==> src/cwt_pkg.sv <==
// Shared types, widths and calibration tables for the count-to-temperature converter.
`default_nettype none

package cwt_pkg;

    // Field widths
    localparam int COUNT_W   = 16;
    localparam int FQ_W      = 19;
    localparam int SEG_OUT_W = 3;
    localparam int SEG_W     = 4;
    localparam int TEMP_W    = 20;
    localparam int BAR_W     = 4;

    // Parameter defaults
    localparam int WINDOW_LEN_DEF    = 10;
    localparam int SEGMENT_COUNT_DEF = 6;

    // Shared multiplier geometry
    localparam int MUL_A_W = 40;
    localparam int MUL_B_W = 24;
    localparam int PROD_W  = MUL_A_W + MUL_B_W;

    // sum*256/500 == sum*64/125 == (sum * RECIP) >> RECIP_SHIFT for sum < 2**22
    localparam int RECIP_SHIFT = 29;
    localparam logic signed [MUL_A_W-1:0] RECIP = 40'sd274877907;

    // Limits and step sizes
    localparam int FREQ_MAX  = 524287;
    localparam int TEMP_MAX  = 524287;
    localparam int TEMP_MIN  = -524288;
    localparam int SEG_STEP  = 2560;
    localparam int BAR_STEP  = 2560;
    localparam int BAR_MAX   = 12;
    localparam int COEF_SETS = 6;
    localparam int IDX_W     = 3;

    // Signed Q.20 calibration coefficients, one set per segment
    localparam int P1_W = 20;
    localparam int P2_W = 24;
    localparam int P3_W = 26;

    localparam logic signed [P1_W-1:0] P1_TAB [0:COEF_SETS-1] = '{
        -20'sd327261, -20'sd48864, -20'sd14628, 20'sd1385, -20'sd1002, -20'sd1002
    };
    localparam logic signed [P2_W-1:0] P2_TAB [0:COEF_SETS-1] = '{
        24'sd8277459, 24'sd3575644, 24'sd2334130, 24'sd1593836, 24'sd1747976, 24'sd1747976
    };
    localparam logic signed [P3_W-1:0] P3_TAB [0:COEF_SETS-1] = '{
        -26'sd18654167, 26'sd1242563, 26'sd12530483, 26'sd22775071, 26'sd14355005,
        26'sd14355005
    };

    // Sequencer states
    typedef enum logic [2:0] {
        ST_IDLE,
        ST_FREQ,
        ST_QUAD,
        ST_LIN,
        ST_DONE
    } t_state;

    // Operand selection for the shared multiplier
    typedef enum logic [1:0] {
        MUL_RECIP,
        MUL_QUAD,
        MUL_LIN
    } t_mul_sel;

endpackage

`default_nettype wire

==> src/count_window_to_temperature.sv <==
// Moving-window pulse count to calibrated temperature, on one shared multiplier.
//
//   channel | direction | handshake               | payload
//   --------+-----------+-------------------------+--------------------------------------
//   in      | to block  | i_in_valid / o_in_ready | i_gate_count
//   out     | from block| o_out_valid / i_out_ready | o_frequency_q8, o_segment,
//           |           |                         | o_temperature_q8, o_bar_level,
//           |           |                         | o_saturated
//
// For each item the transfer cycle updates the window and its sum, then the
// sequencer uses the single 40x24 multiplier three times (frequency reciprocal, quadratic
// term, linear term via Horner) and loads the output register in a final step.
// The final step waits while a previous result is still held and not taken.
// Synchronous active-low reset clears the history, the sum, the sequencer and out valid.
`default_nettype none

module count_window_to_temperature #(
    parameter int WINDOW_LEN    = cwt_pkg::WINDOW_LEN_DEF,
    parameter int SEGMENT_COUNT = cwt_pkg::SEGMENT_COUNT_DEF
) (
    input  logic                                i_clk,
    input  logic                                i_rst_n,
    input  logic                                i_in_valid,
    output logic                                o_in_ready,
    input  logic [cwt_pkg::COUNT_W-1:0]         i_gate_count,
    output logic                                o_out_valid,
    input  logic                                i_out_ready,
    output logic [cwt_pkg::FQ_W-1:0]            o_frequency_q8,
    output logic [cwt_pkg::SEG_OUT_W-1:0]       o_segment,
    output logic signed [cwt_pkg::TEMP_W-1:0]   o_temperature_q8,
    output logic [cwt_pkg::BAR_W-1:0]           o_bar_level,
    output logic                                o_saturated
);
    import cwt_pkg::*;

    localparam int SUM_W = $clog2(WINDOW_LEN * ((1 << COUNT_W) - 1) + 1);
    localparam int Q_W   = PROD_W - RECIP_SHIFT;

    // Sequencer and window state
    t_state                     r_state, n_state;
    logic [COUNT_W-1:0]         r_hist [0:WINDOW_LEN-1];
    logic [SUM_W-1:0]           r_sum, n_sum;

    // Working registers
    logic [FQ_W-1:0]            r_fq, n_fq;
    logic [SEG_OUT_W-1:0]       r_seg, n_seg;
    logic [IDX_W-1:0]           r_idx, n_idx;
    logic signed [MUL_A_W-1:0]  r_acc1, n_acc1;
    logic signed [TEMP_W-1:0]   r_temp, n_temp;
    logic                       r_sat, n_sat;

    // Output register
    logic                       r_out_valid;
    logic [FQ_W-1:0]            r_o_fq;
    logic [SEG_OUT_W-1:0]       r_o_seg;
    logic signed [TEMP_W-1:0]   r_o_temp;
    logic [BAR_W-1:0]           r_o_bar, n_bar;
    logic                       r_o_sat;

    // Control
    logic                       in_ready;
    logic                       out_load;
    logic                       in_xfer;
    t_mul_sel                   mul_sel;

    // Datapath
    logic signed [MUL_A_W-1:0]  mul_a;
    logic signed [MUL_B_W-1:0]  mul_b;
    logic signed [PROD_W-1:0]   prod;
    logic [Q_W-1:0]             q_wide;
    logic [SEG_W-1:0]           seg_raw;
    logic signed [PROD_W-1:0]   acc;
    logic signed [PROD_W-1:0]   t_full;

    assign in_xfer = i_in_valid && in_ready;

    // Next state
    always_comb begin
        n_state = r_state;
        unique case (r_state)
            ST_IDLE: if (i_in_valid) n_state = ST_FREQ;
            ST_FREQ: n_state = ST_QUAD;
            ST_QUAD: n_state = ST_LIN;
            ST_LIN:  n_state = ST_DONE;
            ST_DONE: if (!r_out_valid || i_out_ready) n_state = ST_IDLE;
            default: n_state = ST_IDLE;
        endcase
    end

    // Sequencer outputs
    always_comb begin
        in_ready = 1'b0;
        out_load = 1'b0;
        mul_sel  = MUL_RECIP;
        unique case (r_state)
            ST_IDLE: in_ready = 1'b1;
            ST_FREQ: mul_sel = MUL_RECIP;
            ST_QUAD: mul_sel = MUL_QUAD;
            ST_LIN:  mul_sel = MUL_LIN;
            ST_DONE: out_load = !r_out_valid || i_out_ready;
            default: in_ready = 1'b0;
        endcase
    end

    // Shared multiplier with operand select
    always_comb begin
        unique case (mul_sel)
            MUL_RECIP: begin
                mul_a = RECIP;
                mul_b = MUL_B_W'(r_sum);
            end
            MUL_QUAD: begin
                mul_a = MUL_A_W'(P1_TAB[r_idx]);
                mul_b = MUL_B_W'(r_fq);
            end
            MUL_LIN: begin
                mul_a = r_acc1;
                mul_b = MUL_B_W'(r_fq);
            end
            default: begin
                mul_a = r_acc1;
                mul_b = MUL_B_W'(r_fq);
            end
        endcase
    end

    assign prod = mul_a * mul_b;

    // Running sum: add the newest count, drop the oldest
    assign n_sum = r_sum + SUM_W'(i_gate_count) - SUM_W'(r_hist[0]);

    // Frequency: scale, saturate and pick the calibration segment
    always_comb begin
        q_wide  = prod[PROD_W-1:RECIP_SHIFT];
        n_fq    = (q_wide > Q_W'(FREQ_MAX)) ? FQ_W'(FREQ_MAX) : q_wide[FQ_W-1:0];
        seg_raw = '0;
        for (int k = 1; k < SEGMENT_COUNT; k++) begin
            if (n_fq >= FQ_W'(k * SEG_STEP)) seg_raw = seg_raw + SEG_W'(1);
        end
        n_seg = seg_raw[SEG_OUT_W-1:0];
        n_idx = (seg_raw > SEG_W'(COEF_SETS - 1)) ? IDX_W'(COEF_SETS - 1)
                                                 : seg_raw[IDX_W-1:0];
    end

    // Horner first step: p1*f + p2 scaled to Q.28
    assign n_acc1 = prod[MUL_A_W-1:0] + (MUL_A_W'(P2_TAB[r_idx]) <<< 8);

    // Horner second step: add offset, round Q.36 to Q.8 half up, saturate
    always_comb begin
        acc    = prod + (PROD_W'(P3_TAB[r_idx]) <<< 16) + (PROD_W'(1) <<< 27);
        t_full = acc >>> 28;
        n_sat  = 1'b0;
        if (t_full > PROD_W'(TEMP_MAX)) begin
            n_temp = TEMP_W'(TEMP_MAX);
            n_sat  = 1'b1;
        end else if (t_full < PROD_W'(TEMP_MIN)) begin
            n_temp = TEMP_W'(TEMP_MIN);
            n_sat  = 1'b1;
        end else begin
            n_temp = t_full[TEMP_W-1:0];
        end
    end

    // Bar level: temperature over ten degrees, clamped
    always_comb begin
        n_bar = '0;
        if (!r_temp[TEMP_W-1]) begin
            for (int k = 1; k <= BAR_MAX; k++) begin
                if (r_temp >= TEMP_W'(k * BAR_STEP)) n_bar = n_bar + BAR_W'(1);
            end
        end
    end

    // Control state and window history
    always_ff @(posedge i_clk) begin
        if (!i_rst_n) begin
            r_state     <= ST_IDLE;
            r_sum       <= '0;
            r_out_valid <= 1'b0;
            for (int i = 0; i < WINDOW_LEN; i++) r_hist[i] <= '0;
        end else begin
            r_state <= n_state;
            if (in_xfer) begin
                r_sum <= n_sum;
                for (int i = 0; i < WINDOW_LEN - 1; i++) r_hist[i] <= r_hist[i + 1];
                r_hist[WINDOW_LEN-1] <= i_gate_count;
            end
            if (out_load) begin
                r_out_valid <= 1'b1;
            end else if (i_out_ready) begin
                r_out_valid <= 1'b0;
            end
        end
    end

    // Working and output payload registers
    always_ff @(posedge i_clk) begin
        if (r_state == ST_FREQ) begin
            r_fq  <= n_fq;
            r_seg <= n_seg;
            r_idx <= n_idx;
        end
        if (r_state == ST_QUAD) r_acc1 <= n_acc1;
        if (r_state == ST_LIN) begin
            r_temp <= n_temp;
            r_sat  <= n_sat;
        end
        if (out_load) begin
            r_o_fq   <= r_fq;
            r_o_seg  <= r_seg;
            r_o_temp <= r_temp;
            r_o_bar  <= n_bar;
            r_o_sat  <= r_sat;
        end
    end

    assign o_in_ready       = in_ready;
    assign o_out_valid      = r_out_valid;
    assign o_frequency_q8   = r_o_fq;
    assign o_segment        = r_o_seg;
    assign o_temperature_q8 = r_o_temp;
    assign o_bar_level      = r_o_bar;
    assign o_saturated      = r_o_sat;

    // A transfer reaches the output load step through the FREQ, QUAD and LIN states
    a_seq_len: assert property (@(posedge i_clk) disable iff (!i_rst_n)
        in_xfer |-> ##4 (r_state == ST_DONE))
        else $error("sequencer did not reach the output step on time");

    // Saturation leaves the temperature at a range limit
    a_sat_limit: assert property (@(posedge i_clk) disable iff (!i_rst_n)
        (o_out_valid && o_saturated) |->
            (o_temperature_q8 == TEMP_W'(TEMP_MAX) || o_temperature_q8 == TEMP_W'(TEMP_MIN)))
        else $error("saturated flag without a clipped temperature");

    // Negative temperature shows an empty bar
    a_bar_neg: assert property (@(posedge i_clk) disable iff (!i_rst_n)
        (o_out_valid && o_temperature_q8[TEMP_W-1]) |-> (o_bar_level == '0))
        else $error("bar level set for a negative temperature");

    // Low frequency selects the first segment
    a_seg_low: assert property (@(posedge i_clk) disable iff (!i_rst_n)
        (o_out_valid && (o_frequency_q8 < FQ_W'(SEG_STEP))) |-> (o_segment == '0))
        else $error("segment does not match frequency");

endmodule

`default_nettype wire
==> config.mk <==
export PLATFORM = sky130hd
export DESIGN_NAME = count_window_to_temperature
export DESIGN_NICKNAME = d
export VERILOG_FILES = /design/src/cwt_pkg.sv /design/src/count_window_to_temperature.sv
export SDC_FILE = /design/constraint.sdc
export NUM_CORES = 2
export LEC_CHECK = 0
export BUFFER_PORTS_ARGS = -buffer_cell sky130_fd_sc_hd__buf_2
export CAP_MARGIN = 20
export CORE_MARGIN = 1
export CORE_UTILIZATION = 45
export CTS_CLUSTER_SIZE = 12
export DETAILED_ROUTE_END_ITERATION = 8
export PLACE_DENSITY_LB_ADDON = 0.25
export SYNTH_ARGS = -nofsm -noshare
export SYNTH_HDL_FRONTEND = slang
export SYNTH_SLANG_ARGS = --single-unit
==> constraint.sdc <==
create_clock -name i_clk -period 17.2 [get_ports i_clk]
set_input_delay 3.44 -clock i_clk [delete_from_list [all_inputs] [get_ports i_clk]]
set_output_delay 3.44 -clock i_clk [all_outputs]
set_load 0.05 [all_outputs]
=== Word-level counts from Yosys, hierarchy flattened ===
Memory sizes are Yosys's and may differ from the RTL's.
Cells that the tools add are included.

* Logic and storage cells: 147
* Memories kept: 4
* Memory bits (read-only): 560
* Register bits after elaboration: 157
* Bits in writable memories: 160
* Output and inout bits: 49

* $add $sub $neg: 20
* Equality and inequality tests: 7
* Multiply operators: 1
* Muxes and demuxes: 61
* Reductions and logical operators: 7
* Bitwise gates (word level): 11
* Order comparisons: 22

{| class="wikitable"
|+ Memories
! memory !! words !! width !! read ports !! clocked after Yosys merged registers in !! write ports !! RTL line !! source
|-
| (name not given) || 8 || 26 || 1 || 0 || 0 || count_window_to_temperature.sv:150 || <nowiki>acc = prod + (PROD_W'(P3_TAB[r_idx]) <<< 16) + (PROD_W'(1) <<< 27);</nowiki>
|-
| (name not given) || 8 || 24 || 1 || 0 || 0 || count_window_to_temperature.sv:146 || <nowiki>assign n_acc1 = prod[MUL_A_W-1:0] + (MUL_A_W'(P2_TAB[r_idx]) <<< 8);</nowiki>
|-
| (name not given) || 8 || 20 || 1 || 0 || 0 || count_window_to_temperature.sv:113 || <nowiki>mul_a = MUL_A_W'(P1_TAB[r_idx]);</nowiki>
|-
| r_hist || 10 || 16 || 10 || 0 || 10 || count_window_to_temperature.sv:41 || <nowiki>logic [COUNT_W-1:0] r_hist [0:WINDOW_LEN-1];</nowiki>
|}

{| class="wikitable"
|+ Operator list
! cell !! number
|-
| two-way mux 16 bit || 10
|-
| >= comparator 20 x 16 -> 1 bit (second input constant) || 6
|-
| two-way mux 4 bit || 26
|-
| two-way mux 20 bit || 4
|-
| one-hot mux 40 bit (2 select lines) || 1
|-
| adder 62 x 29 -> 63 bit (second input constant) || 1
|-
| adder 61 x 42 -> 62 bit || 1
|-
| multiplier 40 x 21 -> 61 bit || 1
|-
| adder 4 x 1 -> 4 bit (second input constant) || 15
|-
| >= comparator 20 x 15 -> 1 bit (second input constant) || 3
|-
| two-way mux 26 bit || 2
|-
| two-way mux 24 bit || 2
|-
| adder 40 bit || 1
|-
| >= comparator 20 x 14 -> 1 bit (second input constant) || 2
|-
| >= comparator 19 x 13 -> 1 bit (second input constant) || 2
|-
| >= comparator 19 x 14 -> 1 bit (second input constant) || 2
|-
| greater-than comparator 35 x 19 -> 1 bit (second input constant) || 1
|-
| greater-than comparator 35 x 20 -> 1 bit (second input constant) || 1
|-
| < comparator 35 x 20 -> 1 bit (second input constant) || 1
|-
| adder 20 x 16 -> 20 bit || 1
|-
| >= comparator 20 x 13 -> 1 bit (second input constant) || 1
|-
| subtractor 20 x 16 -> 20 bit || 1
|-
| >= comparator 19 x 12 -> 1 bit (second input constant) || 1
|-
| two-way mux 19 bit || 1
|-
| other kinds (20) || 42
|}

=== Logic depth before layout (Yosys ltp) ===
* Word-level depth: 35
* Mapped depth: 51

=== Worst setup path before layout ===
No wires, ideal clock.

* Path type: reg2reg
* From: reg r_state[2]
* To: reg r_temp[10] (data pin)
* Clock period less this slack: 12721 ps
* Arrival: 12450 ps
* Path slack: 4479 ps
* Stages on the path, launching flop included: 44
* Required time: 16929 ps
* Cells stage by stage: dfxtp_1 -> nor2_1 -> nand2_1 -> inv_1 -> clkbuf_1 -> a22oi_1 -> nor2_1 -> fa_1 -> fa_1 -> inv_1 -> fa_1 -> inv_1 -> fa_1 -> fa_1 -> fa_1 -> inv_1 -> fa_1 -> inv_1 -> [... 8 more ...] -> or4_1 -> a2111o_1 -> nand3_1 -> inv_1 -> ha_1 -> ha_1 -> nand4_1 -> or3_1 -> a2111oi_0 -> o21bai_1 -> a31oi_1 -> a21o_1 -> a21oi_1 -> xor2_1 -> o2111ai_1 -> o31ai_1 -> clkbuf_1 -> o21ai_0

* Longest elaborated chain between the ends: 9

{| class="wikitable"
|+ RTL lines
! what !! RTL line !! source
|-
| start: declaration || count_window_to_temperature.sv:40 || <nowiki>t_state r_state, n_state;</nowiki>
|-
| start signal: assignment || count_window_to_temperature.sv:182 || <nowiki>r_state <= n_state;</nowiki>
|-
| equality test 3 x 2 -> 1 bit || count_window_to_temperature.sv:95 || <nowiki>unique case (r_state)</nowiki>
|-
| one-hot mux 2 bit (2 select lines) * || count_window_to_temperature.sv:95 ||
|-
| equality test 2 x 1 -> 1 bit or zero test 2 bit (tied branches) || count_window_to_temperature.sv:107 || <nowiki>unique case (mul_sel)</nowiki>
|-
| one-hot mux 40 bit (2 select lines) or two-way mux 20 bit (tied branches) || count_window_to_temperature.sv:107 ||
|-
| multiplier 40 x 21 -> 61 bit * || count_window_to_temperature.sv:127 || <nowiki>assign prod = mul_a * mul_b;</nowiki>
|-
| adder 61 x 42 -> 62 bit * || count_window_to_temperature.sv:150 ||
|-
| adder 62 x 29 -> 63 bit * || count_window_to_temperature.sv:150 ||
|-
| < comparator 35 x 20 -> 1 bit || count_window_to_temperature.sv:156 || <nowiki>end else if (t_full < PROD_W'(TEMP_MIN)) begin</nowiki>
|-
| two-way mux 20 bit || count_window_to_temperature.sv:156 ||
|-
| end signal: assignment || count_window_to_temperature.sv:205 || <nowiki>r_temp <= n_temp;</nowiki>
|-
| end: declaration || count_window_to_temperature.sv:49 || <nowiki>logic signed [TEMP_W-1:0] r_temp, n_temp;</nowiki>
|}

Mark *: on every way between the ends. The rest lies on a longest branch, timed or not.
A chain may end at the register's enable or synchronous reset.

=== Worst setup path after layout ===
* From: reg r_state[1]
* To: reg r_temp[2] (data pin)

Same word-level chain as after synthesis.

==> results.yml <==
synthesis:
  synth-edff-count: 293
  syn_area_per_cell_um2: 9.41
  yosysWarningCount: 0
  ys.flop_type: "edfxtp_1"
  yosysMostFrequentCell: "inv_1"
  yosys.area.top_type: "fa_1"
  synthDistinctLibCells: 90
  netlist_top_cells_area: "fa_1 35%, edfxtp_1 19%, inv_1 8.4%"
  syn_inst: 4835
  async_flop_share_pct: 0
  synthDominantCellAreaShare_pct: 35.0
  ys_ff_latch: 317
  yosysSeqAreaShare_pct: 20.4
  syn_area_mm2: 0.0455
  yosys-top-cells-count: "1023 x inv_1, 796 x fa_1, 550 x nor2_1"
critical_path:
  reg2reg_from: "r_state[1]"
  cp_max_fo: 82
  worstPathArrival_ns: 14.55
  start_kind: "flip-flop"
  crit_path_frequent_cell: "fa_1"
  cp.required_ns: 17.46
  crit_slowest_cell: "o31ai_2"
  setup.worst_path.end_class: "flip-flop"
  critPathLaunch: "r_state[1]"
  slowest_delay_ns: 0.89
  crit_type: "flip-flop to flip-flop"
die:
  coreArea_mm2: 0.100
  fp.dieW_um: 320
  die_y_um: 320
  ios: 69
  row_count: 116
  fp.dieArea_mm2: 0.102
  start_util_pct: 45.4
drt:
  first_pass_iters: 6
  num_vias: 33400
  final_antenna_net_count: 0
  remaining_drc_errors: 0
  drt-vias-per-instance: 5.39
  detail_route.wl_per_cell_um: 21.0
  drt_iter0_markers: 2614
  wl_um: 130000
clock_network:
  clkLatencyLatePin_ns: 0.57
  clk_pin_slew_ns: 0.06
  cts_root_buf: "clkbuf_16"
  cts_buffers: 35
  cts.sinks: 317
  post-cts-setup-buffer-count: 0
  cts.path.max_buffers: 3
  htree_levels: 2
  tritoncts: "built"
  cts_hold_buf: 0
  cts_resized: 0
cells_and_area:
  finish.instance_area_mm2: 0.0488
  layout-drive-gt1-share_pct: 5.44
  nets: 5987
  area_growth_pct: 7.24
  multi_input_area_mm2: 0.0319
  fill_cells: 9467
  ff_latch_area_mm2: 0.00928
sta:
  relSlewSlack_pct: 28.6
  finalCritPeriodShare_pct: 83.1
  hold_violations: 0
  tightest_slew_ns: 1.07
  finalCriticalPeriod_ns: 14.29
  finClkSkew_ns: 0.0169
  max_freq_ghz: 0.0700
  rsz0062_at_grt: "no"
  slew_violations: 0
  finalSetupViolations: 0
  final.setup.tns_ns: 0
placed_design:
  place.gp.congestion: 0.977
  place.port_buffers: 68
  place_hpwl_um: 104000
  place_area_mm2: 0.0477
job:
  cap_violations: 0
outcome:
  status: "complete, no violations"
global_route:
  grt_pass1_vias: 34300
  track_usage_pct: 26.3
  grt_overflow: 0
  grt_max_degree: 89
  grt_pass1_wl_um: 204000
  antenna_found_initial: 6
worst_hold_path:
  min_from: "r_temp[2]"
  hold_path.class: "flip-flop to flip-flop"
==> path summary, 6_finish.rpt <==
check / end / slack (ns) / depth (start not counted)
worst min-delay path: o_temperature_q8[2] / 0.42 / 0
worst max register to register: r_temp[2] / 2.91 / 41
worst max-delay path: r_temp[2] / 2.91 / 41
worst min register to register: o_temperature_q8[2] / 0.42 / 0
==> flip-flops by register name, summed over array words and instances (netlist names), 4 cells and up <==
register          cells
o_bar_level           4
r_acc1               40
r_sum                20
r_temp               20
r_fq                 19
o_frequency_q8       19
o_temperature_q8     20
r_hist              160
==> cells by family (layout without fill, tap and decap cells) <==
kind of cell / count (synthesis) / after routing / synth area share, %
other: 2 / 30 / 0.0165
AND/OR/NAND/NOR: 1435 / 1435 / 14.3
multiplexers: 20 / 20 / 0.467
XOR/XNOR: 155 / 155 / 2.98
AO/OA/AOI/OAI: 593 / 593 / 8.47
flip-flops: 317 / 317 / 20.4
buffers and inverters: 1214 / 1241 / 10.1
adder cells (fa/ha/maj): 1099 / 1099 / 43.3
==> area by class of cell <==
type,count,area share [%]
Clock inverter,5,0.154
Inverter,1024,7.88
Timing Repair Buffer,160,2.13
Multi-Input combinational cell,3330,65.4
Tap cell,1298,3.33
Sequential cell,317,19.0
Antenna cell,2,0.0103
Clock buffer,52,2.09
==> worst max-delay path: cells and delay by family (launching register included) <==
family / cells / cell delay, ns
AO/OA/AOI/OAI: 16 / 5.30
XOR/XNOR: 1 / 0.17
adder cells (fa/ha/maj): 10 / 4.69
buffers and inverters: 7 / 1.55
flip-flops: 1 / 0.43
AND/OR/NAND/NOR: 7 / 1.80
==> layer usage <==
metal / global-route usage [%] / part of all wire, % / up-vias
met5: 0 / 0 / -
met4: 8.04 / 3.5 / 0
met3: 4.41 / 7.5 / 220
met2: 42.6 / 47 / 1130
met1: 36.1 / 42 / 16900
li1: - / - / 15100
==> metrics by stage <==
stage	std cells	worst slack [ns]	hold WS (ns)	util, %
final	6188	2.91	0.418	48.7
after global routing	6186	1.96	0.435	48.7
after CTS	6185	3.06	0.418	48.7
after detailed placement	6128	3.11	0.405	47.6
after global placement	6126	3.38	0.407	47.6
after floorplan	4861	4.48	0.400	-
==> cells in the final DEF, fill, tap and decap left out, types with 105 or more instances in the layout <==
cell type  synthesis  final
edfxtp_1         293    293
nand2_1          440    438
a21oi_1          154    142
ha_1             303    303
o21ai_0          114    113
fa_1             796    796
xnor2_1          105    105
nor2_1           550    550
inv_1           1023   1022
and2_1           177    177
Power is not shown: default switching activity piles up to over one toggle a cycle in this logic, so the estimate is an artifact.
